File: src/sv/yin_div.sv
// restoring divider, one quotient bit per cycle
module yin_div #(
	parameter int NW    = 27,
	parameter int DEN_W = 11
) (
	input  logic             clk,
	input  logic             arst_n,
	input  logic             start,
	input  logic [NW-1:0]    num,
	input  logic [DEN_W-1:0] den,
	output logic             done,
	output logic [NW-1:0]    quot
);

	localparam int CNTW = $clog2(NW + 1);

	logic [DEN_W-1:0] rem_q;
	logic [DEN_W-1:0] den_q;
	logic [NW-1:0]    quo_q;
	logic [CNTW-1:0]  cnt_q;
	logic             busy_q;
	logic             done_q;
	logic [DEN_W:0]   shifted_c;
	logic [DEN_W:0]   diff_c;
	logic             ge_c;

	// shift in the next dividend bit and try the subtract
	assign shifted_c = {rem_q, quo_q[NW-1]};
	assign diff_c    = shifted_c - {1'b0, den_q};
	assign ge_c      = shifted_c >= {1'b0, den_q};

	always_ff @(posedge clk or negedge arst_n) begin
		if (!arst_n) begin
			rem_q  <= '0;
			den_q  <= '0;
			quo_q  <= '0;
			cnt_q  <= '0;
			busy_q <= 1'b0;
			done_q <= 1'b0;
		end else if (start) begin
			rem_q  <= '0;
			den_q  <= den;
			quo_q  <= num;
			cnt_q  <= CNTW'(NW);
			busy_q <= 1'b1;
			done_q <= 1'b0;
		end else if (busy_q) begin
			rem_q <= ge_c ? diff_c[DEN_W-1:0] : shifted_c[DEN_W-1:0];
			quo_q <= {quo_q[NW-2:0], ge_c};
			cnt_q <= cnt_q - 1'b1;
			if (cnt_q == CNTW'(1)) begin
				busy_q <= 1'b0;
				done_q <= 1'b1;
			end
		end else begin
			done_q <= 1'b0;
		end
	end

	assign done = done_q;
	assign quot = quo_q;

endmodule

File: config.mk
export PLATFORM = sky130hd
export DESIGN_NAME = yin_div
export DESIGN_NICKNAME = d
export VERILOG_FILES = /design/src/sv/yin_div.sv
export SDC_FILE = /design/constraint.sdc
export NUM_CORES = 1
export LEC_CHECK = 0
export BUFFER_PORTS_ARGS = -buffer_cell sky130_fd_sc_hd__buf_4
export CORE_MARGIN = 4
export CORE_UTILIZATION = 50
export DETAILED_ROUTE_END_ITERATION = 10
export PLACE_DENSITY = 0.79
export SYNTH_ARGS = -nofsm -noshare
export SYNTH_HDL_FRONTEND = slang
export SYNTH_SLANG_ARGS = --single-unit
File: constraint.sdc
create_clock -name clk -period 3.4 [get_ports clk]
set_input_delay 0.68 -clock clk [delete_from_list [all_inputs] [get_ports clk]]
set_output_delay 0.68 -clock clk [all_outputs]
set_load 0.02 [all_outputs]
### After elaboration in Yosys (flattened, before gate mapping)

Cells that the tools add are included.

* reductions and logical operators: 1
* mux-type cells: 13
* $lt $le $gt $ge: 1
* equality and inequality tests: 2
* add/subtract/negate cells: 2

Operator list (number)
* 27-bit 2-to-1 mux: 2
* 11-bit 2-to-1 mux: 3
* 12-bit by 11-bit >= comparator with 1-bit output: 1
* 11-bit subtractor: 1
* 5-bit 2-to-1 mux: 2
* 1-bit 2-to-1 mux: 6
* 5-bit by 1-bit == test with 1-bit output, second input constant: 1
* 5-bit by 1-bit subtractor with 5-bit output, second input constant: 1
* 3-bit by 2-bit inequality test with 1-bit output, second input constant: 1
* 2-bit nonzero test: 1

* bits of input ports: 41
* flip-flop bits (word level): 56
* output and inout port bits: 28

### Longest topological paths before layout

* depth in word-level cells: 4
* gate-level depth with buffers: 11
* mapped depth without buffers: 10

### Worst setup path before layout

No wires, ideal clock.

* path kind: register to register
* from: register quo_q[26], in the netlist quot[26]
* to: register rem_q[9]
* stages on the path, launching flop included: 12
* buffers on the path: 1
* required time: 3.304 ns
* setup slack: 1.026 ns
* arrival: 2.279 ns
* path through: dfrtp_1 -> inv_1 -> ha_1 -> inv_1 -> fa_1 -> a211oi_2 -> o21ai_1 -> a31oi_1 -> o21a_2 -> buf_6 -> nand2_2 -> a311oi_2

* longest elaborated chain between the ends: 4
* elaborated cells between the ends (all ways): 5
* those cells by class: 1 x add/sub; 1 x order compare; 3 x mux

RTL lines
* from (decl): line 19 `logic [NW-1:0] quo_q;`
* from (signal assigned): line 43 `quo_q <= num;`
* from (signal assigned): line 49 `quo_q <= {quo_q[NW-2:0], ge_c};`
* 11-bit subtractor or 12-bit by 11-bit >= comparator with 1-bit output (tied branches): line 29, 30
* 11-bit 2-to-1 mux *: line 48 `rem_q <= ge_c ? diff_c[DEN_W-1:0] : shifted_c[DEN_W-1:0];`
* 11-bit 2-to-1 mux *: line 47 `end else if (busy_q) begin`
* 11-bit 2-to-1 mux *: line 40 `end else if (start) begin`
* to (signal assigned): line 48
* to (decl): line 17 `logic [DEN_W-1:0] rem_q;`

Mark *: on every way between the ends. The rest lies on a longest branch, timed or not. The select of a mux whose other input is x is not followed.
A chain may end at the register's enable or synchronous reset.

### Final worst setup path

Ends and elaborated chain as after synthesis.

==> flow_summary.ini <==
[sta]
worst_hold_slack_ns = 0.394
max_freq_mhz = 391
fin_crit_sh_pct = 75.2
fin_crit_ns = 2.56
final_hold_viol_count = 0
clock_skew_ns = 0.00610
tns_ns = 0
slew_headroom_pct = 35.0
setup_slack_ns = 0.843
rsz0062_at_grt = false
setup_violations = 0
report.final.slew_viol_count = 0
tightest_slew_ns = 0.975

[power]
power_leakage_nw = 1.93
power_density_nw_per_um2 = 532
finalPower_mw = 2.00
ir_worst_vdd_uv = 252

[clock_network]
ctsResizeCount = 0
clock_sinks = 56
cts_buffers = 5
clockBufferDepth = 2
path_clk_slew_ns = 0.10
root_buffer = clkbuf_8
clkLatencyLatePin_ns = 0.31
ctsHtreeMaxLevel = 2
hold_buffers = 0
cts_tree = done
postCtsSetupBuffers = 0

[logic_synthesis]
yosys_most_used_dff = dfrtp_1
yosys.area.top_type = dfrtp_1
synth_cell_type_count = 46
async_flop_share_pct = 100
synthesis.instances = 322
syn_avg_cell_area_um2 = 9.69
synth_edf_count = 0
syn_area_um2 = 3120
ys_ff_latch = 56
yosysWarnings = 0
synth_nets = 377
synth-seq-area-share_pct = 44.9
synth.top_cell.area_share_pct = 44.9
synth_area_leaders = dfrtp_1 45%, mux2i_1 9.0%, nand2_1 6.9%, o21ai_0 6.7%, ha_1 5.2%

[layout]
design_area_um2 = 3750
final_cell_mix = 69 x buf_4, 57 x nand2_1, 55 x dfrtp_1
final_common_cell = buf_4
fin_util_pct = 62.7
n_antenna_cell = 0
nets = 434
fin_cells = 455
areaGrowthSynthToFinish_pct = 20.2
layout-drive-gt1-share_pct = 24.7

[route]
wire_per_inst_um = 14.4
ant_nets = 0
first_pass_iters = 4
routed_wl_mm = 6.57
drc = 0
routed_via_density = 5.35
first_iter_violations = 142
num_vias = 2435

[grt]
grt_pass1_vias = 2256
grt-ovfl-total = 0
antenna_found_initial = 0
grtUsageTotal_pct = 17.4
grt_pass1_wl_mm = 10.6
grt_max_degree = 96

[die]
dieWidth_um = 87.0
die_h_um = 87.0
initial_utilization_pct = 52.1
dieArea_um2 = 7570
num_io_pins = 69
rows = 28
design.core.area_um2 = 5990

[status]
outcome = complete, no violations

[hold_path]
min_path_type = in2async

[critical_path]
crit_chain = inv_1 > ha_1 > inv_1 > fa_1 > a211oi_2 > o21ai_1 > a31oi_1 > o21ai_1 > o31ai_1 > a311oi_2
slowest_stage = dfrtp_1
path_class = reg2reg
regToRegSetupSlack_ns = 0.84
rr_endpoint = rem_q[9]
critPathMaxStageDelay_ns = 0.42
worstPathRequired_ns = 3.54
r2r_cells = 10
arrival_ns = 2.70
startpoint_type = register
regToRegStartpoint = quot[26]
critPathMaxFanout = 11
cp-end-kind = register

[place]
io_buffers = 68
placed_cell_area_um2 = 3640
place_ws_ns = 0.856
place.gp.congestion = 0.797
dp.cells = 447
post-dp-hpwl_mm = 4.58

[flow_run]
maxCapViolCount = 0
[how the worst max path moves through the flow]
stage | start | endpoint | slack, ns
final | quot[26] | rem_q[9] | 0.84
after global routing | quot[26] | quot[0] | 0.54
after CTS | quot[26] | rem_q[9] | 0.84
after detailed placement | quot[26] | rem_q[9] | 0.86
after global placement | quot[26] | rem_q[9] | 0.96
after floorplan | quot[26] | rem_q[9] | 1.03
[flip-flops by register name (all words and copies together), names as in the netlist]
| register | flops |
|---|---|
| busy_q | 1 |
| done | 1 |
| rem_q | 11 |
| cnt_q | 5 |
| quot | 27 |
| den_q | 11 |
[layout make-up]
cell class / count / area [um^2]
clock buffers: 6 / 72.6
clock inverters: 2 / 38.8
fillers: 500 / 2240
inverters: 16 / 60.1
multi-input cells: 231 / 1570
flip-flops and latches: 56 / 1400
well taps: 75 / 93.8
repair buffers: 69 / 518
[layer usage]
metal  GRT usage, %  part of all wire (%)  vias up
met5              0                     0        -
met4           5.95                   1.6        0
met3           2.84                   3.8        7
met2           28.0                    49       42
met1           24.0                    45     1160
li1               -                     -     1226
[where the power goes]
| part | internal (mW) | switching [mW] | total, mW |
|---|---|---|---|
| clock network | 0.223 | 0.223 | 0.446 |
| registers | 0.749 | 0.0763 | 0.825 |
| logic | 0.333 | 0.392 | 0.725 |
| total | 1.31 | 0.691 | 2.00 |
[cells in the mapped netlist (3+ instances only)]
library cell   n
clkbuf_1      12
o21a_1         3
nand2b_1       8
a31oi_1        3
nand2_1       57
mux2i_1       28
dfrtp_1       56
o21ai_1        3
nor2_1        17
xnor2_1        9
o21ai_0       42
buf_2          5
ha_1          13
a311oi_2       8
inv_1         16
a21oi_1        6
[critical path: cells and delay by family, from the launching register on]
kind / cells / cell delay [ns]
AOI/OAI and AO/OA: 6 / 1.28
adders and majority gates: 2 / 0.57
DFF: 1 / 0.42
buffers and inverters: 2 / 0.13
[cell families (layout without fill, tap and decap cells)]
family,count (synthesis),count (layout),synth area share (%)
buffers and inverters,35,93,4.89
AO/OA/AOI/OAI,80,80,17.9
XOR/XNOR,11,11,3.09
flip-flops,56,56,44.9
adder cells (fa/ha/maj),14,14,5.85
multiplexers,29,29,9.34
AND/OR/NAND/NOR,97,97,14.1
(Power assumes the default switching activity.)
