==> src/sv/yin_mul.sv <==
// serial shift-add multiplier, one multiplier bit per cycle
module yin_mul #(
	parameter int W = 8
) (
	input  logic           clk,
	input  logic           arst_n,
	input  logic           start,
	input  logic [W-1:0]   a,
	input  logic [W-1:0]   b,
	output logic           done,
	output logic [2*W-1:0] product
);

	localparam int CNTW = $clog2(W + 1);

	logic [2*W-1:0] acc_q;
	logic [W-1:0]   a_q;
	logic [CNTW-1:0] cnt_q;
	logic           busy_q;
	logic           done_q;
	logic [W:0]     top_c;

	// add multiplicand into the upper half when the current multiplier bit is set
	assign top_c = {1'b0, acc_q[2*W-1:W]} + (acc_q[0] ? {1'b0, a_q} : {(W+1){1'b0}});

	always_ff @(posedge clk or negedge arst_n) begin
		if (!arst_n) begin
			acc_q  <= '0;
			a_q    <= '0;
			cnt_q  <= '0;
			busy_q <= 1'b0;
			done_q <= 1'b0;
		end else if (start) begin
			a_q    <= a;
			acc_q  <= {{W{1'b0}}, b};
			cnt_q  <= CNTW'(W);
			busy_q <= 1'b1;
			done_q <= 1'b0;
		end else if (busy_q) begin
			acc_q <= {top_c, acc_q[W-1:1]};
			cnt_q <= cnt_q - 1'b1;
			if (cnt_q == CNTW'(1)) begin
				busy_q <= 1'b0;
				done_q <= 1'b1;
			end
		end else begin
			done_q <= 1'b0;
		end
	end

	assign done    = done_q;
	assign product = acc_q;

endmodule

==> config.mk <==
export PLATFORM = sky130hd
export DESIGN_NAME = yin_mul
export DESIGN_NICKNAME = d
export VERILOG_FILES = /design/src/sv/yin_mul.sv
export SDC_FILE = /design/constraint.sdc
export NUM_CORES = 1
export LEC_CHECK = 0
export ABC_AREA = 1
export BUFFER_PORTS_ARGS = -buffer_cell sky130_fd_sc_hd__buf_2
export CAP_MARGIN = 20
export CORE_AREA = 2 2 64 66
export CTS_CLUSTER_DIAMETER = 50
export DETAILED_ROUTE_END_ITERATION = 6
export DIE_AREA = 0 0 66 68
export PLACE_DENSITY = 0.66
export SLEW_MARGIN = 20
export SYNTH_ARGS = -nofsm -noshare
export SYNTH_HDL_FRONTEND = slang
export SYNTH_SLANG_ARGS = --single-unit
==> constraint.sdc <==
create_clock -name clk -period 2.29 [get_ports clk]
set_input_delay 0.229 -clock clk [delete_from_list [all_inputs] [get_ports clk]]
set_output_delay 0.229 -clock clk [all_outputs]
set_load 0.05 [all_outputs]
; ---- Word-level counts from Yosys, hierarchy flattened
; Index checks and enable logic that the tools add are counted.
[totals]
register_bits = 30
[op_classes]
n_addsub = 2
eq_ne = 2
n_mux = 11
n_reduce_logical = 1
[op_table]
columns = op, count
row1 = $mux W16, 2
row2 = $add A8 B8 Y9, 1
row3 = $mux W4, 2
row4 = $mux W8, 1
row5 = $mux W1, 6
row6 = $eq A4 B1 Y1 const B, 1
row7 = $sub A4 B1 Y4 const B, 1
row8 = $ne A3 B2 Y1 const B, 1
row9 = $reduce_bool A2 Y1, 1

; ---- Logic depth before layout (Yosys ltp)
[logic_depth]
word_depth = 4
depth_mapped = 13

; ---- Least setup slack after synthesis
; No wires, ideal clock.
[synth_timing]
path_kind = register -> register
from = reg acc_q[0], in the netlist product[0]
to = reg acc_q[15], in the netlist product[15]
setup_ns = 0.118
t_arrival_ns = 1.931
t_required_ns = 2.172
path_slack_ns = 0.241
stages_incl_launch_ff = 14
path_buffers = 1
period_less_slack_ns = 2.049
path_cell_list = dfrtp_1 > clkbuf_1 > nand2_1 > inv_1 > ha_1 > fa_1 > nand2_1 > nand2_1 > nand3_1 > nand2_1 > nand2_1 > nand2_1 > nand2_1 > nand2_1
[synth_between]
elab_chain_len = 4
[synth_lines]
columns = item, line_no
row1 = start: declaration, 16  ; logic [2*W-1:0] acc_q;
row2 = start signal: assignment, 35  ; acc_q <= {{W{1'b0}}, b};
row3 = start signal: assignment, 40  ; acc_q <= {top_c, acc_q[W-1:1]};
row4 = $mux W8, 24  ; assign top_c = {1'b0, acc_q[2*W-1:W]} + (acc_q[0] ? {1'b0, a_q} : {(W+1){1'b0}});
row5 = $add A8 B8 Y9, 24
row6 = $mux W16, 39  ; end else if (busy_q) begin
row7 = $mux W16, 33  ; end else if (start) begin
; Every way passes these cells. The select of a mux whose other input is x is not followed.
; A chain may end at the register's enable or synchronous reset.

; ---- Worst setup path after layout
; Ends and elaborated chain as after synthesis.

==> results.txt <==
- Result of the run: completed
- Total vias in the final route: 1363
- The worst hold path belongs to the class in -> reg.
* Post-Place Setup Slack: 0.4278 ns
- Counting stages on the worst path, the most repeated cell is sky130_fd_sc_hd__nand2_1.
- STA classifies the critical path endpoint as a register.
* Clock tree from TritonCTS: built
- The number of antenna violations at the first check in global routing came to 0.
- Based on the critical path, the design can be clocked at up to 0.5351 GHz.
- Count of nets left with antenna violations after detail routing: 0
- Drt drc: 0
- Summing every instance area after synthesis gives 1637 um2.
* Final worst setup slack: 0.4213 ns
- Routed wire per std cell: 11.32 um
- Number of synthesized register bits: 30
- Synthesis produced 205 cells.
- Counting every sink on the clock net gives 30.
* Die outline area: 4488 um2
- Total routing usage reported by global routing: 0.1764
- Cell area power density: 777.8 nW/um2
- First-pass GRT wire length: 5837 um
- Placeable core region: 3856 um2
- Of the total synthesized cell area, the portion taken by full adders, half adders and majority gates is 0.08869.
- Crit path launch type: register
* Last weighted congestion value of the routability-driven placer: 0.8768
* Type of the setup path with the least slack: reg -> reg
- Number of clock buffers inserted by TritonCTS: 5
- Fraction of layout cells with a size suffix above 1: 0.2131
- Across the run, the number of max-cap violations was 0.
- After detailed routing, the total wire length is 3327 um.
- Post-Synth Simple-Gate Area: 0.2561
- Of all nets on the critical path, the largest fanout is 10.
* Gates resized, CTS repair: 0
* Share of the synthesized area in compound gates (AO/OA/AOI/OAI): 0.09709
* Layout net count: 273
- The number of global-route vias before repair came to 1313.
- Setup violations, final: 0
- Setup TNS after final layout: 0 ns
- Hpwl dp: 2506 um
* Skew-Pair Late Insertion Delay: 0.29 ns
* Maximum number of pins on one net before global-route repair: 31
- In this run the number of H-tree levels came out at 2.
* Leakage dissipation: 1.150 nW
* Final period demand of the worst path: 1.869 ns
* Root cell of the clock tree: sky130_fd_sc_hd__clkbuf_8
* Overall overflow remaining after global route: 0
* Number of buffers and inverters on the critical path: 1
* Unrepaired setup endpoints after global routing: no
- Starting density of the core: 0.4244
- Detailed-route vias per instance: 4.636
- The largest single stage delay on the critical path is 0.47 ns.
* Endpoint required time on the critical path: 2.47 ns
- Die Y-Extent: 68 um
- Buffers added to address setup during post-CTS repair amount to 0.
* CP Cell Sequence: nand2_1 -> inv_1 -> ha_1 -> fa_1 -> nand2_1 -> nand2_1 -> nand3_1 -> nand2_1 -> nand2_1 -> nand2_1 -> nand2_1 -> nand2_1
- Slew Viols, Final: 0
* Synth Net Count: 235
* Data arrival time of the worst path: 2.05 ns
- Slowest-stage cell, CP: sky130_fd_sc_hd__dfrtp_1
- Counting distinct cell types in the post-synthesis netlist gives 27.
* Clk_skew: 0.008626 ns
- Sequential element share of the synthesized area: 0.4587
- Compared with the post-synthesis result, the final layout area differs by 18.35%.
- Relative max-transition margin: 0.5516
- In this run the tool buffered the top-level ports with 35 buffer cells.
- The first detailed-routing pass ran for 4 iterations.
- The floorplan has 23 rows.
- # IOs: 36
- Warnings from Yosys: 0
- Least-Margin Pin Slew: 0.6726 ns
* Horizontal extent of the die: 66 um
- Hold Vio Cnt, Final: 0
- Of the total synthesized cell area, the portion taken by XOR and XNOR cells is 0.
- IR analysis of the VDD net gives a maximum drop of 0.3435 mV.
- Main combinational cell family by area after synthesis: simple AND/OR/NAND/NOR gates
* Fin crit share: 0.8160
* Post-synthesis mux area share: 0
- Final antenna diode count: 0
* Crit path max-delay family: simple AND/OR/NAND/NOR gates
- Post-Syn Area per Cell: 7.983 um2
- The longest clock path from root to sink contains 2 buffers.
- Post-CTS clock slew at the launch and capture registers of the worst setup and hold paths: 0.07 ns
- First-iteration detailed-routing DRC count: 69
-- through the flow --
stage | util | hold WS [ns] | power [mW] | instance area (um2) | instances
3_3_place_gp | 0.4750 | 0.2972 | 1.055 | 1832 | 285
6_report | 0.5023 | 0.1386 | 1.506 | 1937 | 294
2_1_floorplan | - | -0.06659 | 0.9590 | 1637 | 205
3_5_place_dp | 0.4750 | 0.2940 | 1.062 | 1832 | 285
4_1_cts | 0.5023 | 0.1339 | 1.521 | 1937 | 294
5_1_grt | 0.5023 | 0.1486 | 1.601 | 1937 | 294
-- sequential cells by signal, summed over array words and instances, names as in the netlist --
name     flops
product     16
busy_q       1
a_q          8
done         1
cnt_q        4
-- synthesized netlist by cell type --
master / n / area share
sky130_fd_sc_hd__a21oi_1: 7 / 0.021
sky130_fd_sc_hd__a21oi_2: 1 / 0.0054
sky130_fd_sc_hd__a22o_1: 1 / 0.0054
sky130_fd_sc_hd__a31oi_1: 1 / 0.0038
sky130_fd_sc_hd__buf_2: 1 / 0.0031
sky130_fd_sc_hd__buf_4: 1 / 0.0046
sky130_fd_sc_hd__buf_6: 3 / 0.021
sky130_fd_sc_hd__clkbuf_1: 1 / 0.0023
sky130_fd_sc_hd__dfrtp_1: 30 / 0.46
sky130_fd_sc_hd__fa_1: 1 / 0.012
sky130_fd_sc_hd__ha_1: 10 / 0.076
sky130_fd_sc_hd__inv_1: 26 / 0.060
sky130_fd_sc_hd__inv_2: 4 / 0.0092
sky130_fd_sc_hd__nand2_1: 83 / 0.19
sky130_fd_sc_hd__nand2_2: 1 / 0.0038
sky130_fd_sc_hd__nand3_1: 9 / 0.028
sky130_fd_sc_hd__nand3b_1: 2 / 0.0092
sky130_fd_sc_hd__nand4_1: 1 / 0.0038
sky130_fd_sc_hd__nor2_1: 6 / 0.014
sky130_fd_sc_hd__nor2_2: 1 / 0.0038
sky130_fd_sc_hd__o211ai_1: 1 / 0.0046
sky130_fd_sc_hd__o211ai_2: 1 / 0.0076
sky130_fd_sc_hd__o21ai_0: 1 / 0.0031
sky130_fd_sc_hd__o21ai_1: 5 / 0.015
sky130_fd_sc_hd__o221ai_1: 5 / 0.027
sky130_fd_sc_hd__o22ai_1: 1 / 0.0038
sky130_fd_sc_hd__or2_1: 1 / 0.0038
-- worst min-delay path, stage by stage --
cell	delay, ns
sky130_fd_sc_hd__buf_2	0.07
sky130_fd_sc_hd__nand2_1	0.04
sky130_fd_sc_hd__nand2_1	0.05
-- routing by layer --
layer,wire (um),track usage,vias to the layer above
li1,-,-,726
met1,1594,0.2226,606
met2,1519,0.2854,24
met3,143,0.04934,7
met4,70,0.07653,0
met5,0,0,-
-- layout make-up --
class                           instances  area (um2)
Timing Repair Buffer                   37       192.7
Clock inverter                          2       12.51
Fill cell                             404        1919
Tap cell                               50       62.56
Inverter                               30       112.6
Multi-Input combinational cell        139       723.2
Clock buffer                            6       82.58
Sequential cell                        30       750.7
-- layout by cell type (no fill, tap or decap), types with 2 or more instances in the layout --
| cell type | Yosys | routed |
|---|---|---|
| sky130_fd_sc_hd__a21oi_1 | 7 | 7 |
| sky130_fd_sc_hd__buf_2 | 1 | 35 |
| sky130_fd_sc_hd__clkbuf_8 | 0 | 6 |
| sky130_fd_sc_hd__dfrtp_1 | 30 | 30 |
| sky130_fd_sc_hd__ha_1 | 10 | 10 |
| sky130_fd_sc_hd__inv_1 | 26 | 26 |
| sky130_fd_sc_hd__inv_2 | 4 | 4 |
| sky130_fd_sc_hd__nand2_1 | 83 | 83 |
| sky130_fd_sc_hd__nand3_1 | 9 | 9 |
| sky130_fd_sc_hd__nand3b_1 | 2 | 2 |
| sky130_fd_sc_hd__nor2_1 | 6 | 6 |
| sky130_fd_sc_hd__o21ai_1 | 5 | 5 |
| sky130_fd_sc_hd__o221ai_1 | 5 | 5 |
-- worst paths after layout --
kind                       slack [ns]  cells past startpoint  startpoint          end
max                              0.42                     12  product[0]  product[15]
max in group asynchronous        1.34                      2      arst_n  product[14]
min reg2reg                      0.48                      2      a_q[6]       a_q[6]
min                              0.14                      3        a[2]       a_q[2]
min in group asynchronous        0.51                      2      arst_n     cnt_q[1]
max reg2reg                      0.42                     12  product[0]  product[15]
-- what timing repair did --
action                                 CTS  global route
setup endpoints to repair                0             0
hold buffers                             1             0
endpoints found under the hold margin   30             0
-- where the power goes --
part / switching (mW) / internal [mW] / total, mW
combinational: 0.289 / 0.119 / 0.408
sequential: 0.0485 / 0.594 / 0.643
clock: 0.214 / 0.241 / 0.456
total: 0.551 / 0.955 / 1.51
-- kinds of logic (layout without fill, tap and decap cells) --
kind of cell | Yosys count | count (layout)
AND/OR/NAND/NOR | 104 | 104
buffers and inverters | 36 | 75
flip-flops | 30 | 30
AO/OA/AOI/OAI | 24 | 24
adder cells (fa/ha/maj) | 11 | 11
(Power assumes the default switching activity.)
